==> config.mk <==
export PLATFORM = sky130hd
export DESIGN_NAME = foreground_bounding_box_crop_unit_flat
export DESIGN_NICKNAME = d
export VERILOG_FILES = /design/src/hw/rtl/fbbc_pkg.sv /design/src/hw/rtl/fbbc_if.sv /design/src/hw/rtl/fbbc_scan.sv /design/src/hw/rtl/fbbc_grow.sv /design/src/hw/rtl/fbbc_clip.sv /design/src/hw/rtl/foreground_bounding_box_crop_unit.sv /design/src/flat_wrapper.sv
export SDC_FILE = /design/constraint.sdc
export NUM_CORES = 2
export LEC_CHECK = 0
export ABC_AREA = 0
export BUFFER_PORTS_ARGS = -buffer_cell sky130_fd_sc_hd__clkbuf_2
export CORE_MARGIN = 3
export CORE_UTILIZATION = 50
export CTS_CLUSTER_SIZE = 25
export DETAILED_ROUTE_END_ITERATION = 12
export PLACE_DENSITY = 0.66
export SYNTH_ARGS = -nofsm -noshare
export SYNTH_HDL_FRONTEND = slang
export SYNTH_SLANG_ARGS = --single-unit
==> constraint.sdc <==
create_clock -name clk -period 9.3 [get_ports clk]
set_input_delay 0.93 -clock clk [delete_from_list [all_inputs] [get_ports clk]]
set_output_delay 0.93 -clock clk [all_outputs]
set_load 0.005 [all_outputs]
==> src/hw/rtl/fbbc_pkg.sv <==
package fbbc_pkg;

  localparam int DIM_MAX   = 1024;
  localparam int VOXEL_W   = 16;
  localparam int POS_W     = $clog2(DIM_MAX);
  localparam int DIM_W     = POS_W + 1;
  localparam int MARGIN_W  = 12;
  localparam int FRAC_W    = 8;
  localparam int PROD_W    = DIM_W + MARGIN_W;
  localparam int SCALED_W  = POS_W + 4;
  localparam int HALF_W    = SCALED_W - 1;
  localparam int WIN_W     = SCALED_W + 2;
  localparam int NUM_AXES  = 3;
  localparam int CFG_IDX_W = 3;
  localparam int CFG_W     = 16;

  localparam logic [DIM_W-1:0]    DIM_LIMIT  = DIM_W'(DIM_MAX);
  localparam logic [MARGIN_W-1:0] MARGIN_ONE = MARGIN_W'(1 << FRAC_W);

  localparam logic [CFG_IDX_W-1:0] CFG_DIM_X      = 3'd0;
  localparam logic [CFG_IDX_W-1:0] CFG_DIM_Y      = 3'd1;
  localparam logic [CFG_IDX_W-1:0] CFG_DIM_Z      = 3'd2;
  localparam logic [CFG_IDX_W-1:0] CFG_BACKGROUND = 3'd3;
  localparam logic [CFG_IDX_W-1:0] CFG_MARGIN     = 3'd4;

  typedef struct packed {
    logic [NUM_AXES-1:0][DIM_W-1:0] dim;
    logic [VOXEL_W-1:0]             background;
    logic [MARGIN_W-1:0]            margin;
  } cfg_t;

  typedef struct packed {
    logic [NUM_AXES-1:0][POS_W-1:0] lo;
    logic [NUM_AXES-1:0][POS_W-1:0] hi;
    logic                           seen;
  } box_t;

  typedef struct packed {
    logic [NUM_AXES-1:0][POS_W-1:0]    lo;
    logic [NUM_AXES-1:0][DIM_W-1:0]    ext;
    logic [NUM_AXES-1:0][SCALED_W-1:0] scaled;
    logic                              seen;
  } prod_t;

  typedef struct packed {
    logic [NUM_AXES-1:0][WIN_W-1:0] first;
    logic [NUM_AXES-1:0][WIN_W-1:0] stop;
    logic                           seen;
  } win_t;

  function automatic logic [DIM_W-1:0] eff_dim(input logic [DIM_W-1:0] d);
    logic [DIM_W-1:0] r;
    r = d;
    if (d == '0) begin
      r = DIM_W'(1);
    end else if (d > DIM_LIMIT) begin
      r = DIM_LIMIT;
    end
    return r;
  endfunction

endpackage

==> src/hw/rtl/fbbc_if.sv <==
interface fbbc_in_if;
  logic                               valid;
  logic                               ready;
  logic signed [fbbc_pkg::VOXEL_W-1:0] voxel_value;
  logic                               last_voxel;

  modport source(output valid, voxel_value, last_voxel, input ready);
  modport sink(input valid, voxel_value, last_voxel, output ready);
endinterface

interface fbbc_out_if;
  logic                           valid;
  logic                           ready;
  logic [fbbc_pkg::POS_W-1:0]     start_x;
  logic [fbbc_pkg::POS_W-1:0]     start_y;
  logic [fbbc_pkg::POS_W-1:0]     start_z;
  logic [fbbc_pkg::DIM_W-1:0]     extent_x;
  logic [fbbc_pkg::DIM_W-1:0]     extent_y;
  logic [fbbc_pkg::DIM_W-1:0]     extent_z;
  logic                           empty_volume;

  modport source(output valid, start_x, start_y, start_z, extent_x, extent_y, extent_z,
                 empty_volume, input ready);
  modport sink(input valid, start_x, start_y, start_z, extent_x, extent_y, extent_z,
               empty_volume, output ready);
endinterface

==> src/hw/rtl/fbbc_scan.sv <==
module fbbc_scan (
  input  logic                clk,
  input  logic                rst_n,
  input  fbbc_pkg::cfg_t      cfg,
  fbbc_in_if.sink             in_ch,
  output logic                box_valid,
  input  logic                box_ready,
  output fbbc_pkg::box_t      box
);

  logic [fbbc_pkg::NUM_AXES-1:0][fbbc_pkg::POS_W-1:0] pos_r, pos_nxt;
  logic [fbbc_pkg::NUM_AXES-1:0][fbbc_pkg::POS_W-1:0] lo_r, hi_r;
  logic                                               seen_r;
  fbbc_pkg::box_t                                     upd;
  fbbc_pkg::box_t                                     box_r;
  logic                                               box_v_r;
  logic                                               fg;
  logic                                               accept;
  logic [fbbc_pkg::NUM_AXES-1:0]                      wrap;

  assign in_ch.ready = !box_v_r || box_ready;
  assign accept      = in_ch.valid && in_ch.ready;
  assign fg          = in_ch.voxel_value != cfg.background;

  always_comb begin
    upd.seen = seen_r || fg;
    for (int i = 0; i < fbbc_pkg::NUM_AXES; i++) begin
      upd.lo[i] = (fg && pos_r[i] < lo_r[i]) ? pos_r[i] : lo_r[i];
      upd.hi[i] = (fg && pos_r[i] > hi_r[i]) ? pos_r[i] : hi_r[i];
    end
  end

  always_comb begin
    for (int i = 0; i < fbbc_pkg::NUM_AXES; i++) begin
      wrap[i] = ({1'b0, pos_r[i]} + fbbc_pkg::DIM_W'(1)) >= fbbc_pkg::eff_dim(cfg.dim[i]);
    end
    pos_nxt[0] = wrap[0] ? '0 : pos_r[0] + fbbc_pkg::POS_W'(1);
    pos_nxt[1] = pos_r[1];
    pos_nxt[2] = pos_r[2];
    if (wrap[0]) begin
      pos_nxt[1] = wrap[1] ? '0 : pos_r[1] + fbbc_pkg::POS_W'(1);
      if (wrap[1]) begin
        pos_nxt[2] = wrap[2] ? '0 : pos_r[2] + fbbc_pkg::POS_W'(1);
      end
    end
  end

  always_ff @(posedge clk) begin
    if (!rst_n) begin
      pos_r   <= '0;
      lo_r    <= '1;
      hi_r    <= '0;
      seen_r  <= 1'b0;
      box_v_r <= 1'b0;
    end else begin
      if (accept) begin
        if (in_ch.last_voxel) begin
          pos_r  <= '0;
          lo_r   <= '1;
          hi_r   <= '0;
          seen_r <= 1'b0;
        end else begin
          pos_r  <= pos_nxt;
          lo_r   <= upd.lo;
          hi_r   <= upd.hi;
          seen_r <= upd.seen;
        end
      end
      if (accept && in_ch.last_voxel) begin
        box_v_r <= 1'b1;
      end else if (box_ready) begin
        box_v_r <= 1'b0;
      end
    end
  end

  always_ff @(posedge clk) begin
    if (accept && in_ch.last_voxel) begin
      box_r <= upd;
    end
  end

  assign box_valid = box_v_r;
  assign box       = box_r;

endmodule

==> src/hw/rtl/fbbc_grow.sv <==
module fbbc_grow (
  input  logic           clk,
  input  logic           rst_n,
  input  fbbc_pkg::cfg_t cfg,
  input  logic           box_valid,
  output logic           box_ready,
  input  fbbc_pkg::box_t box,
  output logic           win_valid,
  input  logic           win_ready,
  output fbbc_pkg::win_t win
);

  fbbc_pkg::prod_t                                        prod_r, prod_nxt;
  fbbc_pkg::win_t                                         win_r, win_nxt;
  logic                                                   prod_v_r, win_v_r;
  logic                                                   prod_ready;
  logic [fbbc_pkg::NUM_AXES-1:0][fbbc_pkg::PROD_W-1:0]    full;
  logic [fbbc_pkg::MARGIN_W-1:0]                          scale;
  logic [fbbc_pkg::NUM_AXES-1:0][fbbc_pkg::SCALED_W-1:0]  growth;
  logic [fbbc_pkg::NUM_AXES-1:0][fbbc_pkg::HALF_W-1:0]    half;

  assign scale      = (cfg.margin < fbbc_pkg::MARGIN_ONE) ? fbbc_pkg::MARGIN_ONE : cfg.margin;
  assign prod_ready = !win_v_r || win_ready;
  assign box_ready  = !prod_v_r || prod_ready;

  always_comb begin
    prod_nxt.lo   = box.lo;
    prod_nxt.seen = box.seen;
    for (int i = 0; i < fbbc_pkg::NUM_AXES; i++) begin
      prod_nxt.ext[i]    = {1'b0, box.hi[i]} - {1'b0, box.lo[i]} + fbbc_pkg::DIM_W'(1);
      full[i]            = fbbc_pkg::PROD_W'(prod_nxt.ext[i]) * fbbc_pkg::PROD_W'(scale);
      prod_nxt.scaled[i] = full[i][fbbc_pkg::FRAC_W +: fbbc_pkg::SCALED_W];
    end
  end

  always_comb begin
    win_nxt.seen = prod_r.seen;
    for (int i = 0; i < fbbc_pkg::NUM_AXES; i++) begin
      growth[i]       = prod_r.scaled[i] - fbbc_pkg::SCALED_W'(prod_r.ext[i]);
      half[i]         = growth[i][fbbc_pkg::SCALED_W-1:1];
      win_nxt.first[i] = fbbc_pkg::WIN_W'(prod_r.lo[i]) - fbbc_pkg::WIN_W'(half[i]);
      win_nxt.stop[i]  = win_nxt.first[i] + fbbc_pkg::WIN_W'(prod_r.scaled[i]);
    end
  end

  always_ff @(posedge clk) begin
    if (!rst_n) begin
      prod_v_r <= 1'b0;
      win_v_r  <= 1'b0;
    end else begin
      if (box_ready) begin
        prod_v_r <= box_valid;
      end
      if (prod_ready) begin
        win_v_r <= prod_v_r;
      end
    end
  end

  always_ff @(posedge clk) begin
    if (box_ready && box_valid) begin
      prod_r <= prod_nxt;
    end
    if (prod_ready && prod_v_r) begin
      win_r <= win_nxt;
    end
  end

  assign win_valid = win_v_r;
  assign win       = win_r;

endmodule

==> src/hw/rtl/fbbc_clip.sv <==
module fbbc_clip (
  input  logic           clk,
  input  logic           rst_n,
  input  fbbc_pkg::cfg_t cfg,
  input  logic           win_valid,
  output logic           win_ready,
  input  fbbc_pkg::win_t win,
  fbbc_out_if.source     out_ch
);

  logic [fbbc_pkg::NUM_AXES-1:0][fbbc_pkg::WIN_W-1:0] a, b;
  logic [fbbc_pkg::NUM_AXES-1:0][fbbc_pkg::WIN_W-1:0] size;
  logic [fbbc_pkg::NUM_AXES-1:0][fbbc_pkg::DIM_W-1:0] d;
  logic [fbbc_pkg::NUM_AXES-1:0][fbbc_pkg::POS_W-1:0] start_nxt, start_r;
  logic [fbbc_pkg::NUM_AXES-1:0][fbbc_pkg::DIM_W-1:0] extent_nxt, extent_r;
  logic                                               empty_r;
  logic                                               hit;
  logic                                               out_v_r;

  assign win_ready = !out_v_r || out_ch.ready;

  always_comb begin
    hit = 1'b1;
    for (int i = 0; i < fbbc_pkg::NUM_AXES; i++) begin
      d[i] = fbbc_pkg::eff_dim(cfg.dim[i]);
      a[i] = $signed(win.first[i]) < 0 ? '0 : win.first[i];
      b[i] = ($signed(win.stop[i]) > $signed(fbbc_pkg::WIN_W'(d[i])))
             ? fbbc_pkg::WIN_W'(d[i]) : win.stop[i];
      size[i] = b[i] - a[i];
      if ($signed(b[i]) <= $signed(a[i])) begin
        hit = 1'b0;
      end
    end
    for (int i = 0; i < fbbc_pkg::NUM_AXES; i++) begin
      if (!win.seen) begin
        start_nxt[i]  = '0;
        extent_nxt[i] = d[i];
      end else if (!hit) begin
        start_nxt[i]  = '0;
        extent_nxt[i] = '0;
      end else begin
        start_nxt[i]  = a[i][fbbc_pkg::POS_W-1:0];
        extent_nxt[i] = size[i][fbbc_pkg::DIM_W-1:0];
      end
    end
  end

  always_ff @(posedge clk) begin
    if (!rst_n) begin
      out_v_r <= 1'b0;
    end else if (win_ready) begin
      out_v_r <= win_valid;
    end
  end

  always_ff @(posedge clk) begin
    if (win_ready && win_valid) begin
      start_r  <= start_nxt;
      extent_r <= extent_nxt;
      empty_r  <= !win.seen;
    end
  end

  assign out_ch.valid        = out_v_r;
  assign out_ch.start_x      = start_r[0];
  assign out_ch.start_y      = start_r[1];
  assign out_ch.start_z      = start_r[2];
  assign out_ch.extent_x     = extent_r[0];
  assign out_ch.extent_y     = extent_r[1];
  assign out_ch.extent_z     = extent_r[2];
  assign out_ch.empty_volume = empty_r;

endmodule

==> src/hw/rtl/foreground_bounding_box_crop_unit.sv <==
// Streams voxels of one or more 3D volumes in raster order (x fastest) and
// tracks the bounding box of every voxel that differs from the background
// level, counting positions internally against the configured dimensions. The
// beat marked last_voxel is counted and then yields one crop region: the box
// grown by the Q4.8 margin factor, centered, and clipped to the volume, or the
// whole volume with empty_volume set when no foreground was seen. One voxel is
// taken per clock while the output path is not stalled; the result of the last
// voxel passes the scan register, the margin multiply, the centering adders and
// the output register in turn. Configure only while no result is pending.
module foreground_bounding_box_crop_unit (
  input  logic                             clk,
  input  logic                             rst_n,
  fbbc_in_if.sink                          in_ch,
  fbbc_out_if.source                       out_ch,
  input  logic                             cfg_we,
  input  logic [fbbc_pkg::CFG_IDX_W-1:0]   cfg_index,
  input  logic [fbbc_pkg::CFG_W-1:0]       cfg_wdata
);

  fbbc_pkg::cfg_t cfg_r, cfg_nxt;
  fbbc_pkg::box_t box;
  fbbc_pkg::win_t win;
  logic           box_valid, box_ready;
  logic           win_valid, win_ready;

  always_comb begin
    cfg_nxt = cfg_r;
    case (cfg_index)
      fbbc_pkg::CFG_DIM_X:      cfg_nxt.dim[0]     = cfg_wdata[fbbc_pkg::DIM_W-1:0];
      fbbc_pkg::CFG_DIM_Y:      cfg_nxt.dim[1]     = cfg_wdata[fbbc_pkg::DIM_W-1:0];
      fbbc_pkg::CFG_DIM_Z:      cfg_nxt.dim[2]     = cfg_wdata[fbbc_pkg::DIM_W-1:0];
      fbbc_pkg::CFG_BACKGROUND: cfg_nxt.background = cfg_wdata[fbbc_pkg::VOXEL_W-1:0];
      fbbc_pkg::CFG_MARGIN:     cfg_nxt.margin     = cfg_wdata[fbbc_pkg::MARGIN_W-1:0];
      default: ;
    endcase
  end

  always_ff @(posedge clk) begin
    if (!rst_n) begin
      cfg_r.dim        <= {fbbc_pkg::NUM_AXES{fbbc_pkg::DIM_LIMIT}};
      cfg_r.background <= '0;
      cfg_r.margin     <= fbbc_pkg::MARGIN_ONE;
    end else if (cfg_we) begin
      cfg_r <= cfg_nxt;
    end
  end

  fbbc_scan u_scan (
    .clk       (clk),
    .rst_n     (rst_n),
    .cfg       (cfg_r),
    .in_ch     (in_ch),
    .box_valid (box_valid),
    .box_ready (box_ready),
    .box       (box)
  );

  fbbc_grow u_grow (
    .clk       (clk),
    .rst_n     (rst_n),
    .cfg       (cfg_r),
    .box_valid (box_valid),
    .box_ready (box_ready),
    .box       (box),
    .win_valid (win_valid),
    .win_ready (win_ready),
    .win       (win)
  );

  fbbc_clip u_clip (
    .clk       (clk),
    .rst_n     (rst_n),
    .cfg       (cfg_r),
    .win_valid (win_valid),
    .win_ready (win_ready),
    .win       (win),
    .out_ch    (out_ch)
  );

endmodule

==> src/flat_wrapper.sv <==
// flat-port wrapper written by rule: the top's interface ports become plain ports
module foreground_bounding_box_crop_unit_flat 
  (clk, rst_n, cfg_we, cfg_index, cfg_wdata, in_ch_valid, in_ch_voxel_value, in_ch_last_voxel, in_ch_ready, out_ch_valid, out_ch_start_x, out_ch_start_y, out_ch_start_z, out_ch_extent_x, out_ch_extent_y, out_ch_extent_z, out_ch_empty_volume, out_ch_ready);
  fbbc_in_if in_ch_i ();
  fbbc_out_if out_ch_i ();
  input  logic clk;
  input  logic rst_n;
  input  logic cfg_we;
  input  logic [fbbc_pkg::CFG_IDX_W-1:0] cfg_index;
  input  logic [fbbc_pkg::CFG_W-1:0] cfg_wdata;
  input wire logic [$bits(in_ch_i.valid)-1:0] in_ch_valid;
  input wire logic [$bits(in_ch_i.voxel_value)-1:0] in_ch_voxel_value;
  input wire logic [$bits(in_ch_i.last_voxel)-1:0] in_ch_last_voxel;
  output wire logic [$bits(in_ch_i.ready)-1:0] in_ch_ready;
  output wire logic [$bits(out_ch_i.valid)-1:0] out_ch_valid;
  output wire logic [$bits(out_ch_i.start_x)-1:0] out_ch_start_x;
  output wire logic [$bits(out_ch_i.start_y)-1:0] out_ch_start_y;
  output wire logic [$bits(out_ch_i.start_z)-1:0] out_ch_start_z;
  output wire logic [$bits(out_ch_i.extent_x)-1:0] out_ch_extent_x;
  output wire logic [$bits(out_ch_i.extent_y)-1:0] out_ch_extent_y;
  output wire logic [$bits(out_ch_i.extent_z)-1:0] out_ch_extent_z;
  output wire logic [$bits(out_ch_i.empty_volume)-1:0] out_ch_empty_volume;
  input wire logic [$bits(out_ch_i.ready)-1:0] out_ch_ready;
  assign in_ch_i.valid = in_ch_valid;
  assign in_ch_i.voxel_value = in_ch_voxel_value;
  assign in_ch_i.last_voxel = in_ch_last_voxel;
  assign in_ch_ready = in_ch_i.ready;
  assign out_ch_valid = out_ch_i.valid;
  assign out_ch_start_x = out_ch_i.start_x;
  assign out_ch_start_y = out_ch_i.start_y;
  assign out_ch_start_z = out_ch_i.start_z;
  assign out_ch_extent_x = out_ch_i.extent_x;
  assign out_ch_extent_y = out_ch_i.extent_y;
  assign out_ch_extent_z = out_ch_i.extent_z;
  assign out_ch_empty_volume = out_ch_i.empty_volume;
  assign out_ch_i.ready = out_ch_ready;
  foreground_bounding_box_crop_unit u_core (.clk(clk), .rst_n(rst_n), .in_ch(in_ch_i), .out_ch(out_ch_i), .cfg_we(cfg_we), .cfg_index(cfg_index), .cfg_wdata(cfg_wdata));
endmodule
After elaboration in Yosys (flattened, before gate mapping)
Cells that the tools add are included.
Storage, ports and cells
  bits in read-only memories: 0
  bits of input ports: 41
  memories kept: 0
  bits in registers: 478
  logic and storage cells: 179
  bits in writable memories: 0
  output and inout port bits: 66
  bits in latches: 0
Operators by class
  order comparisons: 22
  multipliers: 3
  reduce and logical (&&, ||, !) cells: 36
  multiplexer cells: 39
  bitwise gates (word level): 0
  shift-type cells: 0
  equality and inequality tests: 5
  divide/modulo/power cells: 0
  add/sub/neg operators: 24
Operators with widths (count)
  $mux 11: 12
  $mux 10: 10
  $mux 16: 6
  $mux 30: 3
  $mul 11x12->22: 3
  $add 14x15->16: 3
  $gt 16x12->1: 3
  $le 16x16->1: 3
  $lt 14x1->1 const B: 3
  $sub 10x13->14: 3
  $sub 14x11->14: 3
  $add 10x1->11 const B: 3
  $add 11x1->11 const B: 3
  $ge 11x11->1: 3
  $gt 11x11->1 const B: 3
  $logic_not 11->1: 3
  $sub 10x10->11: 3
  $sub 11x11->11: 3
  $add 10x1->10 const B: 3
  $gt 10x10->1: 3
  $lt 10x10->1: 3
  $mux 20: 1
  $ne 16x16->1: 1
  $reduce_and 2->1: 7
  12 further kinds: 38

Longest topological paths before layout
  depth after elaboration: 11
  mapped depth: 35
  mapped depth without buffers: 35

Hierarchy
From an unflattened synthesis, not the netlist that was laid out.
Second synthesis, totals
  cell total of the unflattened synthesis: 4476
  area total of the unflattened synthesis: 42331.8 um^2
Modules (own cells, without submodules)
  fbbc_grow: instances 1, cells an instance 2563, area an instance 24594.8 um^2, seq. area each 5955.7 um^2
  fbbc_scan: instances 1, cells an instance 1001, area an instance 9303.9 um^2, seq. area each 3673.5 um^2
  fbbc_clip: instances 1, cells an instance 691, area an instance 6160.9 um^2, seq. area each 1941.9 um^2
  foreground_bounding_box_crop_unit: instances 1, cells an instance 221, area an instance 2272.2 um^2, seq. area each 1221.2 um^2

Least setup slack after synthesis
OpenSTA, ideal clock, no wires.
  path type: input to register
  start: input port out_ch_ready
  end: register u_core.u_grow.win_r (netlist bit u_core.u_grow.win[0]), enable pin
  arrival time: 7607 ps
  required time: 8620 ps
  setup time: 680 ps
  stages: 2
  buffers on the path: 0
  path slack: 1013 ps
  path through: nor2b_1 a21boi_0
On the way
  cells in the longest elaborated chain, start to end: 3
RTL lines
  start: declaration: line flat_wrapper.sv:23  | input wire logic [$bits(out_ch_i.ready)-1:0] out_ch_ready;
  $logic_or 1x1->1: line fbbc_clip.sv:20  | assign win_ready = !out_v_r || out_ch.ready;
  $logic_or 1x1->1: line fbbc_grow.sv:23  | assign prod_ready = !win_v_r || win_ready;
  $logic_and 1x1->1: line fbbc_grow.sv:64  | if (prod_ready && prod_v_r) begin
  end signal: assignment: line fbbc_grow.sv:65  | win_r <= win_nxt;
  end: declaration: line fbbc_grow.sv:14  | fbbc_pkg::win_t win_r, win_nxt;
No other way between the ends.
A chain may end at the register's enable or synchronous reset.

==> results.cfg <==
[synth]
ys_async_sr_fraction = 0
synthesis.area_per_instance_um2 = 9.557
synth-edff-count = 322
post_synth_inst_count = 4238
post_synth_instance_area_um2 = 40500
netlist.area_leader.share = 0.2387
yosys_reg_bits = 478
yosys_warns = 0
post-synth-top-area-cell = edfxtp_1
seq_area_frac_synth = 0.3158
synth.net_count = 5047
synth_top_flop_cell = edfxtp_1
post_synth_num_cell_types = 76
synthTopCellsByArea = edfxtp_1 (24%), ha_1 (15%), fa_1 (14%)

[critical_path]
worst_r2r_startpoint = u_core.u_scan.box[32]$_DFFE_PP_
reg2reg_slack_ns = 1.20
setup.worst_path.start_class = flip-flop
worstSetupPathType = flip-flop to flip-flop
worstPathRequired_ns = 9.63
r2r_cells = 30
critical_path.most_common_cell = fa_1
timing.rr.end = u_core.u_grow.prod_r[14]$_DFFE_PP_
critical_path.slowest_cell = xnor2_1
crit_path_max_fanout = 7
cp_data_arrival_time_ns = 8.43
cpPeakStageDelay_ns = 0.64
crit_path_end = u_core.u_grow.prod_r[14]$_DFFE_PP_
worstSetupStartpoint = u_core.u_scan.box[32]$_DFFE_PP_
worstSetupEndpointType = flip-flop

[layout]
finish.cell_count_without_fillers = 5371
ff_latch_area_um2 = 12790
diodes = 0
final_cell_mix = inv_1 (588), nand2_1 (532), ha_1 (492)
multi_input_area_um2 = 24890
most_common_cell_after_layout_fill_and_taps_aside = inv_1
layout-drive-gt1-share = 0.06133
filler_cells_inserted = 7115
nets = 5089
area_delta_synth_final_pct = 7.813

[timing]
fmax_mhz = 123.5
finalSetupTns_ns = 0
min_period_ns = 8.096
tightestPinTransition_ns = 1.149
max_slew_margin = 0.2311
timing_hold_violations_final = 0
skew_ns = 0.03668
final.setup.worst_slack_ns = 1.204
grt_setup_unrepaired = false
slew_violations = 0
setup_viol_count_final = 0
layout_worst_path_cycle_share = 0.8706

[detailed_routing]
wl_per_cell_um = 18.23
dr_total_vias = 29148
post_drt_antenna_nets = 0
drt_drc_violations_left = 0
routed_wl_mm = 97.93
detail_route.iter0.violations = 2086
vias_per_cell = 5.427
drt_pre_antenna_iters = 6

[clock_network]
clock_tree.htree_level_count = 2
numClockSinks = 478
clockBufferDepth = 3
clock_tree.root_cell = clkbuf_16
post_cts.repair.setup_buffers = 0
numCtsBuffers = 50
cts_repair_resized_insts = 0
clock_latency_ns = 0.60
clk_pin_slew_worst_paths_ns = 0.06
cts_tree = built
post_cts_hold_buffer_count = 0

[place]
place.gp.congestion = 0.8988
port-buffer-count = 106
pre_cts_ws_ns = 1.343
dp_hpwl_mm = 75.98
dp.cells = 5278

[global_routing]
first_global_vias = 28668
global_route.overflow_total = 0
wire_length_of_the_first_global_routing_pass_mm = 158.2
antenna_found_initial = 1
grt_start_max_net_pins = 71
grt_util_all_layers = 0.2330

[power]
total_leakage_power_uw = 0.01977
pwr_density_cell_nw_per_um2 = 153.2
power.ir.vdd_worst_v = 0.0001452

[floorplanning]
std_cell_rows = 103
pin_count = 107
dieArea_um2 = 84450
fp.coreArea_um2 = 79640
fp.dieW_um = 290.6
floorplan.die.height_um = 290.6
floorplan.initialDensity = 0.5085

[status]
status = finished, final reports clean

[min_path]
min_from = u_core.u_scan.box[0]$_DFFE_PP_
hold_path_class = flip-flop to flip-flop

[run]
max_cap_violations = 0
==> cells in the mapped netlist, drive strengths merged (9+ instances only) <==
library cell,count
a21o,77
dfxtp,156
nand3b,11
clkinv,9
or4,11
nor3b,10
o211ai,36
buf,25
edfxtp,322
nor2b,91
clkbuf,122
or2,9
nand2,532
nand3,49
nor3,50
o32ai,10
inv,589
o2111ai,10
fa,276
o21a,45
nor4,19
xnor2,137
a21boi,79
mux2i,43
nand2b,78
a21oi,126
mux2,19
nor2,246
o22ai,21
and3,59
a22oi,22
xor2,91
a31oi,13
nand4,29
ha,492
o21bai,13
and2,79
o21ai,158
a211oi,11
==> cells by family after synthesis <==
group | Yosys count | share of synthesized area
muxes | 62 | 0.01591
AOI/OAI and AO/OA | 670 | 0.1102
xor gates and xnor gates | 229 | 0.05005
and+or+nand+nor | 1286 | 0.1492
DFF | 478 | 0.3158
buffers and inverters | 745 | 0.07037
adders and majority gates | 768 | 0.2884
==> flip-flops by register name, summed over array words and instances (netlist names) <==
signal,count
u_core.u_grow.prod_r,106
u_core.u_grow.win,91
u_core.cfg_r,61
u_core.u_scan.box,61
u_core.u_scan.hi_r,30
u_core.u_scan.lo_r,30
u_core.u_scan.pos_r,30
u_core.u_clip.out_ch.extent_x,11
u_core.u_clip.out_ch.extent_y,11
u_core.u_clip.out_ch.extent_z,11
u_core.u_clip.out_ch.start_x,10
u_core.u_clip.out_ch.start_y,10
u_core.u_clip.out_ch.start_z,10
u_core.u_clip.out_ch.empty_volume,1
u_core.u_clip.out_ch.valid,1
u_core.u_grow.prod_v_r,1
u_core.u_grow.win_valid,1
u_core.u_scan.box_valid,1
u_core.u_scan.seen_r,1
==> through the flow <==
step           utilization  area, um^2  hold WS (ns)  total power [uW]
2_1_floorplan            -       40500        0.4003              4130
5_1_grt             0.5483       43670        0.4391              7103
3_3_place_gp        0.5274       42010        0.4005              4635
6_report            0.5483       43670        0.4246              6690
4_1_cts             0.5483       43670        0.4173              6718
3_5_place_dp        0.5274       42010        0.4057              4664
==> power by group <==
part | switching (uW) | internal [uW]
combinational | 1280 | 863
sequential | 57.9 | 2460
clock | 854 | 1180
total | 2190 | 4500
==> worst max-delay path, delay by kind of cell (launching register included) <==
kind | cells | cell delay [ns]
fa+ha+maj | 9 | 3.43
compound gates | 9 | 1.63
xor+xnor | 2 | 0.98
simple gates | 6 | 0.95
buf+inv | 4 | 0.44
flops | 1 | 0.41
==> layout make-up <==
cell class	instances	share of cell area
Multi-Input combinational cell	3015	0.5700
Clock inverter	25	0.006590
Timing Repair Buffer	137	0.01748
Inverter	598	0.05146
Clock buffer	68	0.03138
Sequential cell	478	0.2930
Tap cell	1050	0.03009
==> layer usage <==
| metal | GRT usage | up-vias | part of all wire |
|---|---|---|---|
| li1 | - | 14278 | - |
| met1 | 0.3514 | 13967 | 0.49 |
| met2 | 0.3535 | 759 | 0.43 |
| met3 | 0.02537 | 144 | 0.053 |
| met4 | 0.06850 | 0 | 0.029 |
| met5 | 0 | - | 0 |
==> how the worst min path moves through the flow <==
stage | to | slack, ns | cells after the start
6_report | u_core.u_grow.prod_r[0]$_DFFE_PP_ | 0.42 | 0
5_1_grt | u_core.u_grow.win[0]$_DFFE_PP_ | 0.44 | 0
4_1_cts | u_core.u_grow.win[0]$_DFFE_PP_ | 0.42 | 0
3_5_place_dp | u_core.u_grow.win[0]$_DFFE_PP_ | 0.41 | 0
3_3_place_gp | u_core.u_grow.win[0]$_DFFE_PP_ | 0.40 | 0
2_1_floorplan | u_core.u_grow.prod_r[0]$_DFFE_PP_ | 0.40 | 0
Note: power is estimated with default switching activity, not from simulation.
